**config.mk**
```make
export PLATFORM = sky130hd
export DESIGN_NAME = targa_rle_pixel_decoder
export DESIGN_NICKNAME = d
export VERILOG_FILES = /design/src/hdl/trd_pkg.sv /design/src/hdl/trd_front.sv /design/src/hdl/trd_queue.sv /design/src/hdl/trd_back.sv /design/src/hdl/targa_rle_pixel_decoder.sv
export SDC_FILE = /design/constraint.sdc
export NUM_CORES = 2
export LEC_CHECK = 0
export BUFFER_PORTS_ARGS = -buffer_cell sky130_fd_sc_hd__buf_2
export CORE_ASPECT_RATIO = 1.25
export CORE_MARGIN = 10
export CORE_UTILIZATION = 40
export CTS_CLUSTER_DIAMETER = 120
export DETAILED_ROUTE_END_ITERATION = 10
export SYNTH_ARGS = -nofsm -noshare
export SYNTH_HDL_FRONTEND = slang
export SYNTH_HIERARCHICAL = 1
export SYNTH_SLANG_ARGS = --single-unit
```
**constraint.sdc**
```tcl
create_clock -name i_clk -period 13.25 [get_ports i_clk]
set_input_delay 1.9875 -clock i_clk [delete_from_list [all_inputs] [get_ports i_clk]]
set_output_delay 1.9875 -clock i_clk [all_outputs]
set_load 0.02 [all_outputs]
```
**src/hdl/trd_pkg.sv**
```systemverilog
// ----------------------------------------------------------------------------
// trd_pkg
// Types and constants shared by the Targa RLE pixel decoder modules.
// ----------------------------------------------------------------------------
package trd_pkg;

    localparam logic [7:0] TYPE_RAW   = 8'd2;
    localparam logic [7:0] TYPE_RLE   = 8'd10;
    localparam logic [7:0] BPP_24     = 8'd24;
    localparam logic [7:0] BPP_32     = 8'd32;
    localparam logic [7:0] ALPHA_OPAQUE = 8'hff;
    localparam logic [7:0] PKT_COUNT_MASK = 8'h7f;

    localparam logic [1:0] STATUS_OK        = 2'd0;
    localparam logic [1:0] STATUS_BAD_TYPE  = 2'd1;
    localparam logic [1:0] STATUS_BAD_DEPTH = 2'd2;

    typedef struct packed {
        logic [7:0] in_byte;
        logic       file_start;
    } t_in;

    typedef struct packed {
        logic [7:0]  red;
        logic [7:0]  green;
        logic [7:0]  blue;
        logic [7:0]  alpha;
        logic [15:0] start_column;
        logic [15:0] dest_row;
        logic [7:0]  repeat_count;
        logic        image_done;
        logic [1:0]  status;
    } t_out;

    typedef enum logic [1:0] {
        CMD_START,
        CMD_PIXEL,
        CMD_STATUS
    } t_cmd_kind;

    // START carries the geometry, PIXEL a color and count, STATUS a final code.
    typedef struct packed {
        t_cmd_kind   kind;
        logic [7:0]  red;
        logic [7:0]  green;
        logic [7:0]  blue;
        logic [7:0]  alpha;
        logic [7:0]  count;
        logic        done;
        logic [1:0]  status;
        logic [15:0] width;
        logic [15:0] first_row;
    } t_cmd;

endpackage

```
**src/hdl/trd_front.sv**
```systemverilog
// ----------------------------------------------------------------------------
// trd_front
// Byte parser: header, ID skip, packet headers and pixel assembly. Emits one
// command per byte at most.
// ----------------------------------------------------------------------------
module trd_front (
    input  logic          i_clk,
    input  logic          i_rst_n,
    input  logic          i_push,
    input  trd_pkg::t_in  i_data,
    input  logic          i_cmd_full,
    output logic          o_cmd_push,
    output trd_pkg::t_cmd o_cmd
);
    import trd_pkg::*;

    typedef enum logic [5:0] {
        PH_WAIT   = 6'b000001,
        PH_HEADER = 6'b000010,
        PH_IDSKIP = 6'b000100,
        PH_PKTHDR = 6'b001000,
        PH_PIXEL  = 6'b010000,
        PH_DONE   = 6'b100000
    } t_phase;

    localparam logic [4:0] HDR_ID_LEN    = 5'd0;
    localparam logic [4:0] HDR_TYPE      = 5'd2;
    localparam logic [4:0] HDR_WIDTH_LO  = 5'd12;
    localparam logic [4:0] HDR_WIDTH_HI  = 5'd13;
    localparam logic [4:0] HDR_HEIGHT_LO = 5'd14;
    localparam logic [4:0] HDR_HEIGHT_HI = 5'd15;
    localparam logic [4:0] HDR_BPP       = 5'd16;
    localparam logic [4:0] HDR_LAST      = 5'd17;

    t_phase      r_phase, n_phase;
    logic [4:0]  r_hdr_idx, n_hdr_idx;
    logic [7:0]  r_id_skip, n_id_skip;
    logic [7:0]  r_kind, n_kind;
    logic [7:0]  r_bpp, n_bpp;
    logic [15:0] r_width, n_width;
    logic [15:0] r_height, n_height;
    logic [31:0] r_pixels_left, n_pixels_left;
    logic [7:0]  r_pkt_left, n_pkt_left;
    logic        r_pkt_run, n_pkt_run;
    logic [1:0]  r_pix_idx, n_pix_idx;
    logic [3:0][7:0] r_pix, n_pix;

    logic        accept;
    logic        start;
    t_phase      ph;
    logic [4:0]  idx;
    logic [7:0]  b;
    logic [7:0]  cnt;
    logic [1:0]  last_idx;
    logic [31:0] left_after;

    assign accept = i_push && !i_cmd_full;
    assign b      = i_data.in_byte;

    always_comb begin
        n_phase       = r_phase;
        n_hdr_idx     = r_hdr_idx;
        n_id_skip     = r_id_skip;
        n_kind        = r_kind;
        n_bpp         = r_bpp;
        n_width       = r_width;
        n_height      = r_height;
        n_pixels_left = r_pixels_left;
        n_pkt_left    = r_pkt_left;
        n_pkt_run     = r_pkt_run;
        n_pix_idx     = r_pix_idx;
        n_pix         = r_pix;
        o_cmd_push    = 1'b0;
        o_cmd         = '0;
        start         = 1'b0;
        cnt           = 8'd1;
        left_after    = r_pixels_left;
        last_idx      = (r_bpp == BPP_32) ? 2'd3 : 2'd2;
        ph            = i_data.file_start ? PH_HEADER : r_phase;
        idx           = i_data.file_start ? 5'd0 : r_hdr_idx;

        if (accept) begin
            if (i_data.file_start) begin
                n_kind   = '0;
                n_bpp    = '0;
                n_width  = '0;
                n_height = '0;
                n_pix    = {ALPHA_OPAQUE, 8'd0, 8'd0, 8'd0};
                n_phase  = PH_HEADER;
            end
            case (ph)
                PH_HEADER: begin
                    case (idx)
                        HDR_ID_LEN:    n_id_skip = b;
                        HDR_TYPE:      n_kind = b;
                        HDR_WIDTH_LO:  n_width[7:0] = b;
                        HDR_WIDTH_HI:  n_width[15:8] = b;
                        HDR_HEIGHT_LO: n_height[7:0] = b;
                        HDR_HEIGHT_HI: n_height[15:8] = b;
                        HDR_BPP:       n_bpp = b;
                        default: ;
                    endcase
                    n_hdr_idx = idx + 5'd1;
                    if (idx == HDR_LAST) begin
                        if (r_kind != TYPE_RAW && r_kind != TYPE_RLE) begin
                            o_cmd_push   = 1'b1;
                            o_cmd.kind   = CMD_STATUS;
                            o_cmd.done   = 1'b1;
                            o_cmd.status = STATUS_BAD_TYPE;
                            n_phase      = PH_DONE;
                        end else if (r_bpp != BPP_24 && r_bpp != BPP_32) begin
                            o_cmd_push   = 1'b1;
                            o_cmd.kind   = CMD_STATUS;
                            o_cmd.done   = 1'b1;
                            o_cmd.status = STATUS_BAD_DEPTH;
                            n_phase      = PH_DONE;
                        end else if (r_id_skip != 8'd0) begin
                            n_phase = PH_IDSKIP;
                        end else begin
                            start = 1'b1;
                        end
                    end
                end
                PH_IDSKIP: begin
                    n_id_skip = r_id_skip - 8'd1;
                    if (n_id_skip == 8'd0) begin
                        start = 1'b1;
                    end
                end
                PH_PKTHDR: begin
                    n_pkt_left = (b & PKT_COUNT_MASK) + 8'd1;
                    n_pkt_run  = b[7];
                    n_pix_idx  = 2'd0;
                    n_phase    = PH_PIXEL;
                end
                PH_PIXEL: begin
                    n_pix[r_pix_idx] = b;
                    n_pix_idx = r_pix_idx + 2'd1;
                    if (r_pix_idx == last_idx) begin
                        n_pix_idx = 2'd0;
                        if (r_kind == TYPE_RLE && r_pkt_run) begin
                            cnt        = r_pkt_left;
                            n_pkt_left = 8'd0;
                        end else if (r_pkt_left != 8'd0) begin
                            n_pkt_left = r_pkt_left - 8'd1;
                        end
                        if ({24'd0, cnt} > r_pixels_left) begin
                            cnt = r_pixels_left[7:0];
                        end
                        left_after    = r_pixels_left - {24'd0, cnt};
                        n_pixels_left = left_after;
                        o_cmd_push    = 1'b1;
                        o_cmd.kind    = CMD_PIXEL;
                        o_cmd.red     = n_pix[2];
                        o_cmd.green   = n_pix[1];
                        o_cmd.blue    = n_pix[0];
                        o_cmd.alpha   = n_pix[3];
                        o_cmd.count   = cnt;
                        o_cmd.done    = (left_after == 32'd0);
                        o_cmd.status  = STATUS_OK;
                        if (left_after == 32'd0) begin
                            n_phase = PH_DONE;
                        end else if (r_kind == TYPE_RLE && n_pkt_left == 8'd0) begin
                            n_phase = PH_PKTHDR;
                        end
                    end
                end
                default: ;
            endcase

            if (start) begin
                n_pixels_left = {16'd0, r_width} * {16'd0, r_height};
                n_pkt_left    = 8'd0;
                n_pkt_run     = 1'b0;
                n_pix_idx     = 2'd0;
                o_cmd_push    = 1'b1;
                if (r_width == 16'd0 || r_height == 16'd0) begin
                    o_cmd.kind   = CMD_STATUS;
                    o_cmd.done   = 1'b1;
                    o_cmd.status = STATUS_OK;
                    n_phase      = PH_DONE;
                end else begin
                    o_cmd.kind      = CMD_START;
                    o_cmd.width     = r_width;
                    o_cmd.first_row = r_height - 16'd1;
                    n_phase         = (r_kind == TYPE_RLE) ? PH_PKTHDR : PH_PIXEL;
                end
            end
        end
    end

    always_ff @(posedge i_clk) begin
        if (!i_rst_n) begin
            r_phase       <= PH_WAIT;
            r_hdr_idx     <= '0;
            r_id_skip     <= '0;
            r_kind        <= '0;
            r_bpp         <= '0;
            r_width       <= '0;
            r_height      <= '0;
            r_pixels_left <= '0;
            r_pkt_left    <= '0;
            r_pkt_run     <= 1'b0;
            r_pix_idx     <= '0;
        end else begin
            r_phase       <= n_phase;
            r_hdr_idx     <= n_hdr_idx;
            r_id_skip     <= n_id_skip;
            r_kind        <= n_kind;
            r_bpp         <= n_bpp;
            r_width       <= n_width;
            r_height      <= n_height;
            r_pixels_left <= n_pixels_left;
            r_pkt_left    <= n_pkt_left;
            r_pkt_run     <= n_pkt_run;
            r_pix_idx     <= n_pix_idx;
        end
    end

    always_ff @(posedge i_clk) begin
        r_pix <= n_pix;
    end

endmodule

```
**src/hdl/trd_queue.sv**
```systemverilog
// ----------------------------------------------------------------------------
// trd_queue
// Small command FIFO between the parser and the pixel placer.
// ----------------------------------------------------------------------------
module trd_queue #(
    parameter int DEPTH = 4
) (
    input  logic          i_clk,
    input  logic          i_rst_n,
    input  logic          i_push,
    input  trd_pkg::t_cmd i_data,
    output logic          o_full,
    input  logic          i_pop,
    output trd_pkg::t_cmd o_data,
    output logic          o_empty
);
    import trd_pkg::*;

    localparam int AW = (DEPTH > 1) ? $clog2(DEPTH) : 1;
    localparam int CW = $clog2(DEPTH + 1);

    t_cmd          r_mem [DEPTH];
    logic [AW-1:0] r_wr, n_wr;
    logic [AW-1:0] r_rd, n_rd;
    logic [CW-1:0] r_count, n_count;
    logic          do_push;
    logic          do_pop;

    assign o_full  = (r_count == CW'(DEPTH));
    assign o_empty = (r_count == '0);
    assign o_data  = r_mem[r_rd];
    assign do_push = i_push && !o_full;
    assign do_pop  = i_pop && !o_empty;

    always_comb begin
        n_wr    = r_wr;
        n_rd    = r_rd;
        n_count = r_count;
        if (do_push) begin
            n_wr = (r_wr == AW'(DEPTH - 1)) ? '0 : r_wr + AW'(1);
        end
        if (do_pop) begin
            n_rd = (r_rd == AW'(DEPTH - 1)) ? '0 : r_rd + AW'(1);
        end
        if (do_push && !do_pop) begin
            n_count = r_count + CW'(1);
        end else if (do_pop && !do_push) begin
            n_count = r_count - CW'(1);
        end
    end

    always_ff @(posedge i_clk) begin
        if (!i_rst_n) begin
            r_wr    <= '0;
            r_rd    <= '0;
            r_count <= '0;
        end else begin
            r_wr    <= n_wr;
            r_rd    <= n_rd;
            r_count <= n_count;
        end
    end

    always_ff @(posedge i_clk) begin
        if (do_push) begin
            r_mem[r_wr] <= i_data;
        end
    end

endmodule

```
**src/hdl/trd_back.sv**
```systemverilog
// ----------------------------------------------------------------------------
// trd_back
// Pixel placer: turns pixel and status commands into results and advances
// column and row with a divider settling four quotient bits per cycle.
// ----------------------------------------------------------------------------
module trd_back (
    input  logic          i_clk,
    input  logic          i_rst_n,
    input  trd_pkg::t_cmd i_cmd,
    input  logic          i_cmd_empty,
    output logic          o_cmd_pop,
    output trd_pkg::t_out o_data,
    output logic          o_empty,
    input  logic          i_pop
);
    import trd_pkg::*;

    typedef enum logic [2:0] {
        BK_IDLE   = 3'b001,
        BK_DIV_HI = 3'b010,
        BK_DIV_LO = 3'b100
    } t_bk_state;

    t_bk_state   r_state, n_state;
    logic        r_out_valid, n_out_valid;
    t_out        r_out, n_out;
    logic [15:0] r_width, n_width;
    logic [15:0] r_col, n_col;
    logic [15:0] r_row, n_row;
    logic [16:0] r_rem, n_rem;
    logic [7:0]  r_quo, n_quo;
    logic [22:0] r_dvs, n_dvs;

    logic        slot_free;
    logic        take;
    logic [16:0] rem;
    logic [7:0]  quo;
    logic [22:0] dvs_k;

    assign slot_free = !r_out_valid || i_pop;
    assign take      = (r_state == BK_IDLE) && !i_cmd_empty &&
                       (i_cmd.kind == CMD_START || slot_free);
    assign o_cmd_pop = take;
    assign o_data    = r_out;
    assign o_empty   = !r_out_valid;

    always_comb begin
        rem = r_rem;
        quo = r_quo;
        for (int k = 0; k < 4; k++) begin
            dvs_k = r_dvs >> k;
            if ({6'd0, rem} >= dvs_k) begin
                rem = rem - dvs_k[16:0];
                quo = {quo[6:0], 1'b1};
            end else begin
                quo = {quo[6:0], 1'b0};
            end
        end
    end

    always_comb begin
        n_state     = r_state;
        n_out_valid = r_out_valid;
        n_out       = r_out;
        n_width     = r_width;
        n_col       = r_col;
        n_row       = r_row;
        n_rem       = r_rem;
        n_quo       = r_quo;
        n_dvs       = r_dvs;

        if (r_out_valid && i_pop) begin
            n_out_valid = 1'b0;
        end

        case (r_state)
            BK_IDLE: begin
                if (take) begin
                    case (i_cmd.kind)
                        CMD_START: begin
                            n_width = i_cmd.width;
                            n_col   = 16'd0;
                            n_row   = i_cmd.first_row;
                        end
                        CMD_PIXEL: begin
                            n_out_valid        = 1'b1;
                            n_out.red          = i_cmd.red;
                            n_out.green        = i_cmd.green;
                            n_out.blue         = i_cmd.blue;
                            n_out.alpha        = i_cmd.alpha;
                            n_out.start_column = r_col;
                            n_out.dest_row     = r_row;
                            n_out.repeat_count = i_cmd.count;
                            n_out.image_done   = i_cmd.done;
                            n_out.status       = STATUS_OK;
                            n_rem   = {1'b0, r_col} + {9'd0, i_cmd.count};
                            n_quo   = 8'd0;
                            n_dvs   = {r_width, 7'd0};
                            n_state = BK_DIV_HI;
                        end
                        CMD_STATUS: begin
                            n_out_valid = 1'b1;
                            n_out       = '0;
                            n_out.image_done = i_cmd.done;
                            n_out.status     = i_cmd.status;
                        end
                        default: ;
                    endcase
                end
            end
            BK_DIV_HI: begin
                n_rem   = rem;
                n_quo   = quo;
                n_dvs   = r_dvs >> 4;
                n_state = BK_DIV_LO;
            end
            BK_DIV_LO: begin
                n_col   = rem[15:0];
                n_row   = r_row - {8'd0, quo};
                n_state = BK_IDLE;
            end
            default: n_state = BK_IDLE;
        endcase
    end

    always_ff @(posedge i_clk) begin
        if (!i_rst_n) begin
            r_state     <= BK_IDLE;
            r_out_valid <= 1'b0;
        end else begin
            r_state     <= n_state;
            r_out_valid <= n_out_valid;
        end
    end

    always_ff @(posedge i_clk) begin
        r_out   <= n_out;
        r_width <= n_width;
        r_col   <= n_col;
        r_row   <= n_row;
        r_rem   <= n_rem;
        r_quo   <= n_quo;
        r_dvs   <= n_dvs;
    end

endmodule

```
**src/hdl/targa_rle_pixel_decoder.sv**
```systemverilog
// ----------------------------------------------------------------------------
// targa_rle_pixel_decoder
// Targa (type 2 / type 10, 24 or 32 bpp) byte stream to RGBA pixel spans.
// ----------------------------------------------------------------------------
// One file byte is accepted per cycle when full is low. The parser handles
// every byte in the cycle it arrives and posts at most one command into a
// QUEUE_DEPTH-entry queue. The placer turns each pixel command into a result
// held in an output register and takes no command until its column/row
// divider, four quotient bits a cycle, is through BK_DIV_HI and BK_DIV_LO.
// A pixel needs at least three file bytes, so a steady stream runs at one
// byte per cycle; full rises only while the consumer holds pop low (for
// QUEUE_DEPTH above one). Header and ID bytes give at most a status result.
// ----------------------------------------------------------------------------
module targa_rle_pixel_decoder #(
    parameter int QUEUE_DEPTH = 4
) (
    input  logic          i_clk,
    input  logic          i_rst_n,
    input  logic          push,
    output logic          full,
    input  trd_pkg::t_in  i_data,
    output logic          empty,
    input  logic          pop,
    output trd_pkg::t_out o_data
);
    import trd_pkg::*;

    logic cmd_push;
    logic cmd_full;
    logic cmd_pop;
    logic cmd_empty;
    t_cmd cmd_in;
    t_cmd cmd_out;

    assign full = cmd_full;

    trd_front u_front (
        .i_clk      (i_clk),
        .i_rst_n    (i_rst_n),
        .i_push     (push),
        .i_data     (i_data),
        .i_cmd_full (cmd_full),
        .o_cmd_push (cmd_push),
        .o_cmd      (cmd_in)
    );

    trd_queue #(
        .DEPTH (QUEUE_DEPTH)
    ) u_queue (
        .i_clk   (i_clk),
        .i_rst_n (i_rst_n),
        .i_push  (cmd_push),
        .i_data  (cmd_in),
        .o_full  (cmd_full),
        .i_pop   (cmd_pop),
        .o_data  (cmd_out),
        .o_empty (cmd_empty)
    );

    trd_back u_back (
        .i_clk       (i_clk),
        .i_rst_n     (i_rst_n),
        .i_cmd       (cmd_out),
        .i_cmd_empty (cmd_empty),
        .o_cmd_pop   (cmd_pop),
        .o_data      (o_data),
        .o_empty     (empty),
        .i_pop       (pop)
    );

endmodule
```
# Yosys cells after proc, flatten, opt, wreduce, memory -nomap -nowiden
# Memory sizes are Yosys's and may differ from the RTL's. A register that Yosys moved wholly into a read port is not among the register bits.
# Index checks and enable logic that the tools add are counted.
[totals]
register_bits = 320
latch_bits = 0
ramBits = 308
mem_bits_ro = 0
input_bits = 13
memories = 1
[memory_table]
columns = ["memory", "words", "width", "read_ports", "rd_ports_with_merged_regs", "write_ports", "line_no", "text"]
rows = [
  ["u_queue.r_mem", 4, 77, 1, 1, 1, "trd_queue.sv:22", "t_cmd r_mem [DEPTH];"],
]
[op_classes]
add_sub_neg = 17
multipliers = 1
div = 0
magnitude_cmp = 7
eq_ne = 31
shifts = 0
mux = 129
bitwise = 0
n_reduce_logical = 52
[ops]
columns = ["cell", "count"]
rows = [
  ["$mux 32", 7],
  ["$mux 8", 27],
  ["$pmux 75 s2", 1],
  ["$mux 16", 8],
  ["$mux 17", 6],
  ["$mux 77", 1],
  ["$sub 17x17->17", 4],
  ["$pmux 16 s2", 2],
  ["$mux 6", 10],
  ["$mux 23", 2],
  ["$pmux 23 s2", 1],
  ["$mux 44", 1],
  ["$mux 40", 1],
  ["$mux 35", 1],
  ["$pmux 17 s2", 1],
  ["$bwmux 32", 1],
  ["$gt 8x32->1", 1],
  ["$logic_not 16->1", 2],
  ["$logic_not 32->1", 1],
  ["$mul 16x16->32", 1],
  ["$pmux 8 s2", 2],
  ["$sub 32x8->32", 1],
  ["$mux 1", 25],
  ["$mux 3", 8],
  ["58 further kinds", 122],
]

# Longest topological paths before layout
[depth]
depth_word = 18
depth_mapped = 53
mapped_depth_nobuf = 50

# Modules after synthesis
# The synthesis kept the hierarchy.
[by_module_without_submodules]
columns = ["mod", "instances", "cells_each", "area_per_inst_um2"]
rows = [
  ["trd_front", 1, 2255, 17936.0],
  ["trd_queue", 1, 454, 11618.6],
  ["trd_back", 1, 1157, 11594.9],
]

# Worst setup path after synthesis
# OpenSTA, ideal clock, no wires.
[synth_path]
path_kind = "reg2reg"
start = "reg u_back.r_dvs[4]"
end = "reg u_back.r_row[14], data pin"
setup_time_ps = 269
t_arrival_ps = 9176
t_required_ps = 12981
path_slack_ps = 3805
path_stages_with_launch = 53
cell_sequence = "edfxtp_1 -> inv_1 -> ha_1 -> buf_4 -> a21oi_1 -> nand2_1 -> o211ai_2 -> a211oi_4 -> nor2_4 -> buf_6 -> a21oi_1 -> ha_1 -> fa_1 -> nand2b_1 -> a21o_1 -> a211oi_2 -> o2111ai_1 -> nand2_1 -> (+17 left out) -> a21oi_1 -> o221ai_1 -> nand3_1 -> and2_1 -> nor2b_1 -> o21ai_2 -> inv_2 -> ha_1 -> fa_1 -> nor2b_1 -> o21ai_0 -> a21oi_1 -> o21ai_0 -> a21oi_1 -> or2_2 -> nor4_1 -> xnor2_1 -> o21ai_0"
[synth_via]
elab_chain_len = 10
elab_cells_between_ends = 16
[synth_rtl]
columns = ["element", "line_no", "text"]
rows = [
  ["start, declared", "trd_back.sv:32", "logic [22:0] r_dvs, n_dvs;"],
  ["start signal, assigned", "trd_back.sv:143", "r_dvs <= n_dvs;"],
  ["$ge 17x23->1 or $sub 17x17->17 (tied branches)", "trd_back.sv:52, trd_back.sv:53", ""],
  ["$mux 17", "trd_back.sv:52", "if ({6'd0, rem} >= dvs_k) begin"],
  ["$ge 17x22->1 or $sub 17x17->17 (tied branches)", "trd_back.sv:52, trd_back.sv:53", ""],
  ["$mux 17", "trd_back.sv:52", ""],
  ["$sub 17x17->17 or $ge 17x21->1 (tied branches)", "trd_back.sv:53, trd_back.sv:52", ""],
  ["$mux 17", "trd_back.sv:52", ""],
  ["$ge 17x20->1 *", "trd_back.sv:52", ""],
  ["$mux 1 *", "trd_back.sv:52", ""],
  ["named net u_back.quo[0]", "trd_back.sv:37", "logic [7:0] quo;"],
  ["$sub 16x8->16 *", "trd_back.sv:119", "n_row = r_row - {8'd0, quo};"],
  ["$pmux 16 s2 *", "trd_back.sv:76", "case (r_state)"],
  ["named net u_back.n_row[14]", "trd_back.sv:29", "logic [15:0] r_row, n_row;"],
  ["end signal, assigned", "trd_back.sv:140", "r_row <= n_row;"],
  ["end, declared", "trd_back.sv:29", ""],
]
# Mark *: on every way through the listed nets, which the timed path passes. The rest lies on a longest branch.
# A chain may end at the register's enable or synchronous reset.

# Worst setup path after layout
# Ends and elaborated chain as after synthesis.

==> run_results.csv <==
group,metric,value,unit
outcome,status,"finished, final reports clean",
floorplanning,ios,90,
synth,synth_most_common_cell,"edfxtp_1",
sta,fin_skew,28.68,ps
routing,antenna_left,0,
setup_path,cp-startpoint,"u_back/r_dvs[4]",
sta,finalSetupViolations,0,
sta,final.period_utilization,86.61,%
sta,fin_crit,11480,ps
global_routing,antenna_found_initial,1,
floorplanning,rows,131,
clocking,postCtsHoldBufs,0,
setup_path,crit_cells,46,
clocking,tritoncts,"yes",
clocking,clock_path_buffers,3,
setup_path,path_buf_inv,7,
synth,synth_edf_count,507,
setup_path,r2r_start,"u_back/r_dvs[4]",
clocking,cts_buffers,67,
routing,dr.pass1.iters,5,
pwr,internal-power,0.003253,W
setup_path,ff2ff_setup_slack,1770,ps
pwr,powerDensity,91.96,mW/mm²
floorplanning,die_area,0.1162,mm²
sta,rsz0062_at_grt,"false",
synth,synth_top_area_share,37.00,%
floorplanning,fp.dieH,378.6,µm
clocking,clk_pin_slew,60,ps
setup_path,cpMaxStageDelayCell,"a21boi_0",
global_routing,grt_max_degree,85,
pwr,netSwitchingFraction,21.38,%
routing,routedWlPerCell,21.64,µm
pwr,finalPower,0.004137,W
clocking,cts-root-buf,"clkbuf_16",
sta,finalMaxSlewViolations,0,
synth,synth_commonest_cells,"edfxtp_1, nand2_1, inv_1",
routing,drc,0,
floorplanning,fp.dieW,306.9,µm
synth,synth_warnings,6,
synth,syn_area_per_cell,10.64,µm²
pwr,ir_worst_vdd,0.07636,mV
clocking,clock_sinks,630,
setup_path,cp-endpoint,"u_back/r_row[14]",
sta,hold_violations,0,
clocking,clk_latency,630,ps
sta,max_freq,87.14,MHz
floorplanning,start_util,40.30,%
flow_run,cap_violations,0,
synth,yosysTopAreaCell,"edfxtp_1",
setup_path,critPathTopFamily,"compound AO/OA/AOI/OAI gates",
setup_path,criticalPathCategory,"reg -> reg",
pwr,p_clk_share,46.6,%
pwr,p_leak,17.95,nW
clocking,post_cts_buffers,0,
synth,synthTopCellsByArea,"edfxtp_1, fa_1, ha_1, dfxtp_1, mux4_2",
final_layout,num-nets-final,4309,
routing,wl,113500,µm
setup_path,crit_fanout,15,
floorplanning,core,0.1021,mm²
synth,yosys.cell_types.count,113,
final_layout,area_growth,9.335,%
hold_path,min_path_cells,2,
setup_path,reg2reg_to,"u_back/r_row[14]",
placement,portBuffers,89,
pwr,p_switching,0.0008847,W
synth,ys.flop_type,"edfxtp_1",
setup_path,r2r_cells,46,
clocking,h-tree-depth,3,
placement,hpwl,83270,µm
pwr,seq_power_share,51.3,%
synth,ys_ff_latch,630,
synth,synthArstFlopShare,0,%
synth,syn-num-nets,4309,
hold_path,hold_path_class,"reg -> reg",
routing,vias,29410,
sta,fin_tns_setup,0,ps
setup_path,end_kind,"register",
final_layout,drive_gt1_share,10.34,%
routing,viasPerCell,5.606,
setup_path,required,13590,ps
synth,synthCells,3866,
placement,gp_congestion,0.9310,
sta,slew_headroom,28.57,%
global_routing,grtUsageTotal,19.34,%
setup_path,startpoint_type,"register",
synth,synth_seq_area_share,42.98,%
setup_path,cpPeakStageDelay,530,ps
final_layout,fillers,9629,
setup_path,arrival,11820,ps
global_routing,grt_pass1_vias,29550,
pwr,combPwrFrac,2.1,%
setup_path,path_common_cell,"a21oi_1",
routing,drtIter0Drc,2257,
global_routing,grt_overflow,0,
global_routing,grt_pass1_wl,176200,µm
final_layout,n_antenna_cell,0,
clocking,cts_resized,0,
synth,syn-cell-area,0.04115,mm²
sta,worst_slew_pin_slew,1070,ps
==> power groups by stage <==
| stage | Sequential (W) | Combinational (W) | Clock, W |
|---|---|---|---|
| global placement | 0.00217 | 0.0000841 | 0 |
| detailed placement | 0.00217 | 0.0000844 | 0 |
| finish | 0.00212 | 0.0000850 | 0.00193 |
| floorplan | 0.00216 | 0.0000560 | 0 |
| global route | 0.00212 | 0.0000926 | 0.00205 |
| CTS | 0.00212 | 0.0000847 | 0.00198 |
==> registers in the layout (all words and copies together) (netlist names), 16 cells and up, named ones only <==
register               count
u_back/o_data             75
u_back/r_col              16
u_back/r_dvs              23
u_back/r_rem              17
u_back/r_row              16
u_back/r_width            16
u_front/r_height          16
u_front/r_pix             32
u_front/r_pixels_left     32
u_front/r_width           16
u_queue/r_mem            308
==> routing by layer <==
| metal | part of all wire, % | routed length [µm] | GRT usage (%) | vias to the layer above |
|---|---|---|---|---|
| li1 | - | - | - | 13670 |
| met1 | 42 | 47310 | 24.43 | 14690 |
| met2 | 49 | 55490 | 32.90 | 832 |
| met3 | 5.0 | 5626 | 2.374 | 213 |
| met4 | 4.5 | 5103 | 8.898 | 2 |
| met5 | 0.0088 | 10 | 0 | - |
==> cell families (layout without fill, tap and decap cells) <==
family / Yosys count / count (layout) / share of synthesized area [%]
XOR/XNOR: 132 / 132 / 2.810
AO/OA/AOI/OAI: 728 / 728 / 11.40
adder cells (fa/ha/maj): 430 / 430 / 16.76
flip-flops: 630 / 630 / 42.98
buffers and inverters: 539 / 590 / 5.282
multiplexers: 111 / 111 / 5.105
AND/OR/NAND/NOR: 1296 / 1296 / 15.66
==> how the worst min path moves through the flow <==
stage | start | end
4_1_cts | u_front/r_phase[0] | u_front/r_phase[0]
6_report | u_front/r_phase[0] | u_front/r_phase[0]
3_5_place_dp | u_front/r_phase[0] | u_front/r_phase[0]
5_1_grt | u_front/r_phase[0] | u_front/r_phase[0]
2_1_floorplan | u_front/r_phase[0] | u_front/r_phase[0]
3_3_place_gp | u_front/r_phase[0] | u_front/r_phase[0]
==> cell usage in the layout, fill, tap and decap left out, drive strengths merged, types with 21 or more instances in the layout <==
| master | count |
|---|---|
| edfxtp | 507 |
| nand2 | 352 |
| inv | 333 |
| nor2 | 315 |
| a21oi | 230 |
| ha | 228 |
| fa | 202 |
| o21ai | 178 |
| buf | 140 |
| and2 | 126 |
| dfxtp | 123 |
| nor2b | 97 |
| nand3 | 97 |
| nor3 | 86 |
| clkbuf | 85 |
| xnor2 | 83 |
| mux4 | 77 |
| a22oi | 54 |
| xor2 | 49 |
| nor3b | 36 |
| a211oi | 33 |
| and3 | 31 |
| o21a | 29 |
| a21o | 29 |
| nand2b | 27 |
| a31oi | 26 |
| o211ai | 26 |
| mux2i | 25 |
| clkinv | 25 |
| nand4 | 24 |
| nor4 | 24 |
| or3 | 21 |
==> tightest hold or removal path, stage by stage (launching register included) <==
cell     delay, ps
dfxtp_1        330
nand2_1         60
nand2_1         40
==> area by class of cell <==
cell class	count	area [µm²]	share of cell area [%]
multi-input combinational	2697	21310	47.37
sequential	630	17690	39.33
clock buffer	85	1826	4.058
tap	1330	1664	3.699
inverter	330	1244	2.764
timing repair buffer	140	828.3	1.841
clock inverter	35	424.2	0.9428
==> stage by stage <==
stage          hold slack [ps]  worst slack, ps  cell area (µm²)  utilization [%]  std cells
3_3_place_gp             451.5             1975            42740            41.86       5127
5_1_grt                  479.9            832.8            44990            44.06       5247
3_5_place_dp             455.7             1955            42740            41.86       5127
2_1_floorplan            436.0             3805            41150                -       3866
4_1_cts                  466.8             1896            44990            44.06       5247
6_report                 472.8             1775            44990            44.06       5247
(Power assumes the default switching activity.)
